`src/rtl/core/mmam_pkg.sv`:
```
// ----------------------------------------------------------------------------
// mmam_pkg
// Shared types and constants for the mix-minus audio mixer: request and
// result payloads, command codes, register indexes and controller types.
// ----------------------------------------------------------------------------
package mmam_pkg;

    // Default number of stereo frame pairs held in the sum store
    localparam int FRAME_PAIRS_DEF = 1024;
    // Streams that may take part in the mix
    localparam int MAX_STREAMS     = 9;
    // Width of the per-stream configuration masks
    localparam int MASK_W          = 9;

    // Sum store: two saturating channel sums per entry
    localparam int ACC_W   = 20;
    localparam int ENTRY_W = 2 * ACC_W;

    // Field widths
    localparam int CMD_W    = 2;
    localparam int STREAM_W = 4;
    localparam int POS_W    = 11;
    localparam int SAMPLE_W = 16;

    // Output clip limits
    localparam logic signed [SAMPLE_W-1:0] OUT_MAX = 16'sd32767;
    localparam logic signed [SAMPLE_W-1:0] OUT_MIN = -16'sd32768;

    // Configuration register indexes
    localparam int CFG_IDX_W = 1;
    localparam logic [CFG_IDX_W-1:0] CFG_VALID_MASK  = 1'd0;
    localparam logic [CFG_IDX_W-1:0] CFG_STEREO_MASK = 1'd1;

    // Request commands
    typedef enum logic [CMD_W-1:0] {
        CMD_LOAD    = 2'd0,
        CMD_ADD     = 2'd1,
        CMD_READ    = 2'd2,
        CMD_READ_MM = 2'd3
    } t_cmd;

    // Request payload
    typedef struct packed {
        t_cmd                        cmd;
        logic [STREAM_W-1:0]         stream;
        logic [POS_W-1:0]            position;
        logic signed [SAMPLE_W-1:0]  sample;
        logic                        last;
    } t_in_item;

    // Result payload
    typedef struct packed {
        logic signed [SAMPLE_W-1:0]  mixed;
        logic [POS_W-1:0]            out_position;
        logic                        frame_end;
    } t_out_item;

    // Controller states
    typedef enum logic [1:0] {
        ST_IDLE  = 2'd0,
        ST_FETCH = 2'd1,
        ST_EXEC  = 2'd2
    } t_state;

    // Controller to datapath commands
    typedef struct packed {
        logic latch;     // capture the accepted request
        logic fetch;     // read the sum store entry
        logic write;     // write back a load or add
        logic load_out;  // load the result register
    } t_dp_cmd;

    // Datapath to controller status
    typedef struct packed {
        logic is_read;   // held request produces a result
        logic out_busy;  // result register full and not taken this cycle
    } t_dp_stat;

endpackage

```
`src/rtl/core/mmam_ctrl.sv`:
```
// ----------------------------------------------------------------------------
// mmam_ctrl
// Sequencer for the mixer: accepts a request, fetches its sum store entry,
// then writes it back or hands the result to the output register.
// ----------------------------------------------------------------------------
module mmam_ctrl
    import mmam_pkg::*;
(
    input  logic     i_clk,
    input  logic     i_rst_n,
    input  logic     i_in_valid,
    output logic     o_in_ready,
    input  t_dp_stat i_stat,
    output t_dp_cmd  o_cmd
);

    t_state r_state;
    t_state n_state;

    // Hold the state
    always_ff @(posedge i_clk) begin
        if (!i_rst_n) begin
            r_state <= ST_IDLE;
        end else begin
            r_state <= n_state;
        end
    end

    // Advance through accept, fetch and execute
    always_comb begin
        n_state    = r_state;
        o_in_ready = 1'b0;
        o_cmd      = '0;
        case (r_state)
            ST_IDLE: begin
                o_in_ready = 1'b1;
                if (i_in_valid) begin
                    o_cmd.latch = 1'b1;
                    n_state     = ST_FETCH;
                end
            end
            ST_FETCH: begin
                o_cmd.fetch = 1'b1;
                n_state     = ST_EXEC;
            end
            ST_EXEC: begin
                if (!i_stat.is_read) begin
                    o_cmd.write = 1'b1;
                    n_state     = ST_IDLE;
                end else if (!i_stat.out_busy) begin
                    o_cmd.load_out = 1'b1;
                    n_state        = ST_IDLE;
                end
            end
            default: begin
                n_state = ST_IDLE;
            end
        endcase
    end

endmodule

```
`config.mk`:
```
export PLATFORM = sky130hd
export DESIGN_NAME = mmam_ctrl
export DESIGN_NICKNAME = d
export VERILOG_FILES = /design/src/rtl/core/mmam_pkg.sv /design/src/rtl/core/mmam_ctrl.sv
export SDC_FILE = /design/constraint.sdc
export NUM_CORES = 1
export LEC_CHECK = 0
export BUFFER_PORTS_ARGS = -buffer_cell sky130_fd_sc_hd__buf_4
export CAP_MARGIN = 25
export CORE_AREA = 2 2 39 41
export CTS_CLUSTER_DIAMETER = 150
export DETAILED_ROUTE_END_ITERATION = 8
export DIE_AREA = 0 0 41 43
export PLACE_DENSITY = 0.3
export SKIP_LAST_GASP = 1
export SYNTH_ARGS = -nofsm -noshare
export SYNTH_HDL_FRONTEND = slang
export SYNTH_SLANG_ARGS = --single-unit
```
`constraint.sdc`:
```
create_clock -name i_clk -period 1.05 [get_ports i_clk]
set_clock_uncertainty 0.1 [all_clocks]
set_input_delay 0.0525 -clock i_clk [delete_from_list [all_inputs] [get_ports i_clk]]
set_output_delay 0.0525 -clock i_clk [all_outputs]
set_load 0.1 [all_outputs]
```
==> impl_metrics.json, run 1 <==
{
  "drive_gt1_share_pct": 85.2,
  "finalCriticalPeriod_ns": 1.22,
  "die_area_mm2": 0.00176,
  "drc": 0,
  "r2r-end": "r_state[1]",
  "viasPerCell": 3.42,
  "ys_seq_elements": 2,
  "dr.first_iter.drc_count": 0,
  "nets": 33,
  "fp.dieW_um": 41,
  "setup_tns_ns": -0.770,
  "synth_top_area_cell": "dfxtp_1",
  "drv_slew": 0,
  "first_global_vias": 142,
  "numPortBuffers": 9,
  "slowest_stage": "dfxtp_4",
  "seq_area_frac_synth_pct": 38.6,
  "powerDensity_mw_per_mm2": 1310,
  "crit_fanout": 6,
  "num_antenna_cells": 0,
  "largest_reg_flops": 2,
  "track_usage_pct": 6.21,
  "final_area_um2": 359,
  "critPathArrivalTime_ns": 1.07,
  "vdd_ir_drop_max_uv": 485,
  "wl_per_cell_um": 8.65,
  "crit_path_max_incr_delay_ns": 0.36,
  "worst_slew_pin_slew_ns": 0.226,
  "std_cell_rows": 14,
  "dpl_cell_area_um2": 234,
  "grt_max_degree": 7,
  "multi_input_area_um2": 98.8,
  "fmax_ghz": 0.816,
  "min_to": "r_state[0]",
  "vias": 147,
  "fin_cells": 43,
  "maxCapViolCount": 0,
  "endpoint_kind": "output port",
  "fill_cells": 146,
  "top_register": "r_state",
  "reg2reg_depth": 3,
  "ys_warn_count": 0,
  "synth_top_area_share_pct": 38.6,
  "dp_cells": 36,
  "setup_viol": 6,
  "rsz0062_at_grt": "yes",
  "relSlewSlack_pct": 84.9,
  "syn2layout_area_growth_pct": 246,
  "critPathLaunchType": "flip-flop",
  "synth_cell_type_count": 8,
  "min-delay-start": "i_in_valid",
  "min_period_over_period_pct": 117,
  "syn_nets": 15,
  "coreArea_mm2": 0.00138,
  "htreeDepth": 1,
  "routed_wl_um": 372,
  "top_level_ports": 10,
  "fin_ws_ns": -0.175,
  "cts_made_buffers": 3,
  "worstSetupPathType": "flip-flop to output port",
  "post_synth_inst_count": 10,
  "gp_congestion": 0.518,
  "yosys-top-cells-area": "dfxtp_1 (39%), nor3b_1 (14%), and4bb_2 (12%)",
  "die_h_um": 43,
  "r2r_start": "r_state[1]",
  "violations": "setup timing",
  "netlist_area_um2": 104,
  "final_antenna_net_count": 0,
  "regArea_um2": 47.5,
  "reg_top3": "r_state (2)",
  "antenna_found_initial": 0,
  "syn_avg_cell_area_um2": 10.4,
  "hold_path_class": "input port to flip-flop",
  "cts_root_buf": "clkbuf_4",
  "holdPathStages": 3,
  "crit_chain": "and4bb_4, buf_12",
  "fin_util_pct": 25.9,
  "rrSetupSlack_ns": -0.05,
  "cts_tree": "done",
  "start_util_pct": 7.50,
  "clockBufferDepth": 2,
  "hold_violations": 0,
  "outcome": "finished, violations left",
  "post-place-ws_ns": -0.0356,
  "critPathRequiredTime_ns": 0.90,
  "clk_latency_ns": 0.23,
  "dr.pass1.iters": 1,
  "grt_pass1_wl_um": 634,
  "cts_sinks": 2,
  "grt_overflow": 0,
  "path_clk_slew_ns": 0.03,
  "leakagePower_nw": 0.151
}
## worst max-delay path by stage
stage,from,end,slack (ns),cells past startpoint
final,r_state[0],o_cmd[0],-0.17,2
after global routing,r_state[0],o_cmd[0],-0.22,2
after floorplan,r_state[0],r_state[0],-0.56,2
after CTS,r_state[0],o_cmd[0],-0.20,2
after global placement,r_state[0],o_cmd[0],-0.02,2
after detailed placement,r_state[0],o_cmd[0],-0.04,2
## per-stage QoR
step           power, mW  hold slack [ns]
3_5_place_dp       0.230            0.176
3_3_place_gp       0.229            0.171
4_1_cts            0.478            0.140
6_report           0.471            0.161
2_1_floorplan      0.193           0.0692
5_1_grt            0.505            0.157
## worst max-delay path, delay by kind of cell, from the launching register on
family	cells	cell delay, ns
simple gates	1	0.32
flops	1	0.36
buf+inv	1	0.17
## repair_timing
action / 4_1_cts / 5_1_grt
buffers inserted: 0 / 2
setup endpoints to repair: 5 / 6
pin swaps: 1 / 2
hold buffers: 1 / 0
hold endpoints to repair: 2 / 0
gates resized for setup: 16 / 2
## kinds of logic (layout without fill, tap and decap cells)
kind of cell | after synthesis | after routing | synth area share, %
simple gates | 7 | 7 | 54.2
flops | 2 | 2 | 38.6
compound gates | 1 | 1 | 7.23
buf+inv | 0 | 17 | 0
## per-layer routing
layer	vias up	track usage, %	wire (um)
li1	73	-	-
met1	64	7.01	166
met2	10	5.94	150
met3	0	4.71	55
met4	0	8.00	0
met5	-	0	0
## where the power goes
group          total, mW  internal, mW  switching [mW]
combinational      0.186        0.0801           0.106
sequential        0.0884        0.0791         0.00929
clock              0.196         0.142          0.0540
total              0.471         0.301           0.170
## cell usage in the layout (no fill, tap or decap)
cell           count
o21a_1             1
clkbuf_4           3
buf_12             5
clkbuf_1           1
nor2_4             1
nor3b_4            2
and4bb_4           1
and2b_2            1
and4b_2            1
and2_1             1
dlygate4sd3_1      1
buf_6              1
buf_4              6
dfxtp_4            2
## synth_stat cells (all sizes together)
cell type,number
and4b,1
dfxtp,2
and2,1
and2b,1
nor3b,2
nor2,1
o21a,1
and4bb,1
## final cells by class
| type | count | share of cell area, % |
|---|---|---|
| clock buffer | 4 | 7.32 |
| multi-input combinational | 8 | 27.5 |
| sequential | 2 | 13.2 |
| tap | 16 | 5.57 |
| timing repair buffer | 13 | 46.3 |
Note: power is estimated with default switching activity, not from simulation.
==> run 2: changes to the inputs <==
--- a/config.mk
+++ b/config.mk
@@ -11,8 +11,8 @@
 export CTS_CLUSTER_DIAMETER = 150
 export DETAILED_ROUTE_END_ITERATION = 8
 export DIE_AREA = 0 0 41 43
+export HOLD_SLACK_MARGIN = 0.08
 export PLACE_DENSITY = 0.3
-export SKIP_LAST_GASP = 1
 export SYNTH_ARGS = -nofsm -noshare
 export SYNTH_HDL_FRONTEND = slang
 export SYNTH_SLANG_ARGS = --single-unit
==> run 2 against run 1 <==
Net effect: the run still ends with setup timing left; non-clock buffer count stayed put; die area stayed put; count of clock-buffer cells in the layout is the same; first-iteration DRC count unchanged; sequential power barely moved; worst setup slack about the same; power is 0.37% higher; clock power about the same; flip-flop and latch count unchanged; register-to-register slack about the same; combinational power about the same; cell count is the same; critical endpoint unchanged.
==> impl_metrics.json, run 2 (synthesis results as in run 1) <==
{
  "outcome": "finished, violations left",
  "violations": "setup timing",
  "drc": 0,
  "wl_per_cell_um": 8.63,
  "hold_violations": 0,
  "cts_made_buffers": 3,
  "htreeDepth": 1,
  "viasPerCell": 3.42,
  "coreArea_mm2": 0.00138,
  "relSlewSlack_pct": 85.1,
  "dr.pass1.iters": 1,
  "holdPathStages": 3,
  "worst_slew_pin_slew_ns": 0.223,
  "fill_cells": 146,
  "std_cell_rows": 14,
  "leakagePower_nw": 0.151,
  "top_level_ports": 10,
  "start_util_pct": 7.50,
  "numPortBuffers": 9,
  "die_area_mm2": 0.00176,
  "cts_sinks": 2,
  "dpl_cell_area_um2": 234,
  "gp_congestion": 0.518,
  "die_h_um": 43,
  "cts_tree": "done",
  "crit_fanout": 6,
  "first_global_vias": 142,
  "syn2layout_area_growth_pct": 249,
  "largest_reg_flops": 2,
  "num_antenna_cells": 0,
  "routed_wl_um": 371,
  "min_period_over_period_pct": 117,
  "clk_latency_ns": 0.23,
  "critPathArrivalTime_ns": 1.07,
  "antenna_found_initial": 0,
  "rsz0062_at_grt": "yes",
  "reg_top3": "r_state (2)",
  "fmax_ghz": 0.817,
  "critPathLaunchType": "flip-flop",
  "fin_util_pct": 26.2,
  "post-place-ws_ns": -0.0356,
  "clockBufferDepth": 2,
  "crit_path_max_incr_delay_ns": 0.36,
  "drive_gt1_share_pct": 85.2,
  "fp.dieW_um": 41,
  "endpoint_kind": "output port",
  "maxCapViolCount": 0,
  "slowest_stage": "dfxtp_4",
  "path_clk_slew_ns": 0.03,
  "hold_path_class": "input port to flip-flop",
  "grt_overflow": 0,
  "top_register": "r_state",
  "hold_slack_ns": 0.161,
  "reg2reg_depth": 3,
  "track_usage_pct": 6.21,
  "nets": 33,
  "worstSetupPathType": "flip-flop to output port",
  "finalCriticalPeriod_ns": 1.22,
  "cts_root_buf": "clkbuf_4",
  "critPathRequiredTime_ns": 0.90,
  "grt_pass1_wl_um": 634,
  "powerDensity_mw_per_mm2": 1300,
  "vdd_ir_drop_max_uv": 485,
  "fin_ws_ns": -0.175,
  "final_cell_mix": "buf_4 (5), buf_12 (5), clkbuf_4 (3)",
  "final_area_um2": 363,
  "drv_slew": 0,
  "dr.first_iter.drc_count": 0,
  "vias": 147,
  "final_antenna_net_count": 0,
  "setup_viol": 6,
  "grt_max_degree": 7,
  "crit_chain": "and4bb_4, buf_12",
  "setup_tns_ns": -0.766
}
## run 2: cell count changes in the layout (fill, tap and decap cells not counted)
cell / previous run / this run
buf_6: 1 / 2
buf_4: 6 / 5
## run 2: what timing repair did
| item | CTS | global route |
|---|---|---|
| hold endpoints to repair | 2 | 0 |
| setup endpoints to repair | 5 | 6 |
| buffers inserted | 0 | 2 |
| resized for setup | 17 | 2 |
| pin swaps | 1 | 2 |
| cloned | 0 | 0 |
| hold buffers | 1 | 0 |
## run 2: layout make-up
| cell class | instances | area, um2 | share of cell area, % |
|---|---|---|---|
| clock buffers | 4 | 26.3 | 7.24 |
| multi-input cells | 8 | 98.8 | 27.2 |
| flip-flops and latches | 2 | 47.5 | 13.1 |
| well taps | 16 | 20.0 | 5.52 |
| repair buffers | 13 | 170 | 46.9 |
## run 2: critical path: cells and delay by family (launching register included)
kind,cells,cell delay (ns)
DFF,1,0.36
and+or+nand+nor,1,0.32
buffers and inverters,1,0.17
## run 2: through the flow
step,std cells,power (mW)
floorplan,10,0.193
global placement,36,0.229
detailed placement,36,0.230
CTS,41,0.481
global route,43,0.506
finish,43,0.472
## run 2: report_power, final
group | internal (mW) | switching, mW
Combinational | 0.0812 | 0.106
Sequential | 0.0791 | 0.00961
Clock | 0.142 | 0.0544
## run 2: routing by layer
| layer | up-vias | part of all wire [%] | GRT usage, % |
|---|---|---|---|
| met5 | - | 0 | 0 |
| met1 | 64 | 44 | 7.01 |
| met3 | 0 | 15 | 4.71 |
| met2 | 10 | 40 | 5.94 |
| li1 | 73 | - | - |
| met4 | 0 | 0 | 8.00 |
## run 2: worst paths after layout
| kind | start | endpoint | slack [ns] |
|---|---|---|---|
| max | r_state[0] | o_cmd[0] | -0.17 |
| min | i_in_valid | r_state[0] | 0.16 |
| max reg2reg | r_state[1] | r_state[1] | -0.06 |
| min reg2reg | r_state[0] | r_state[0] | 0.52 |
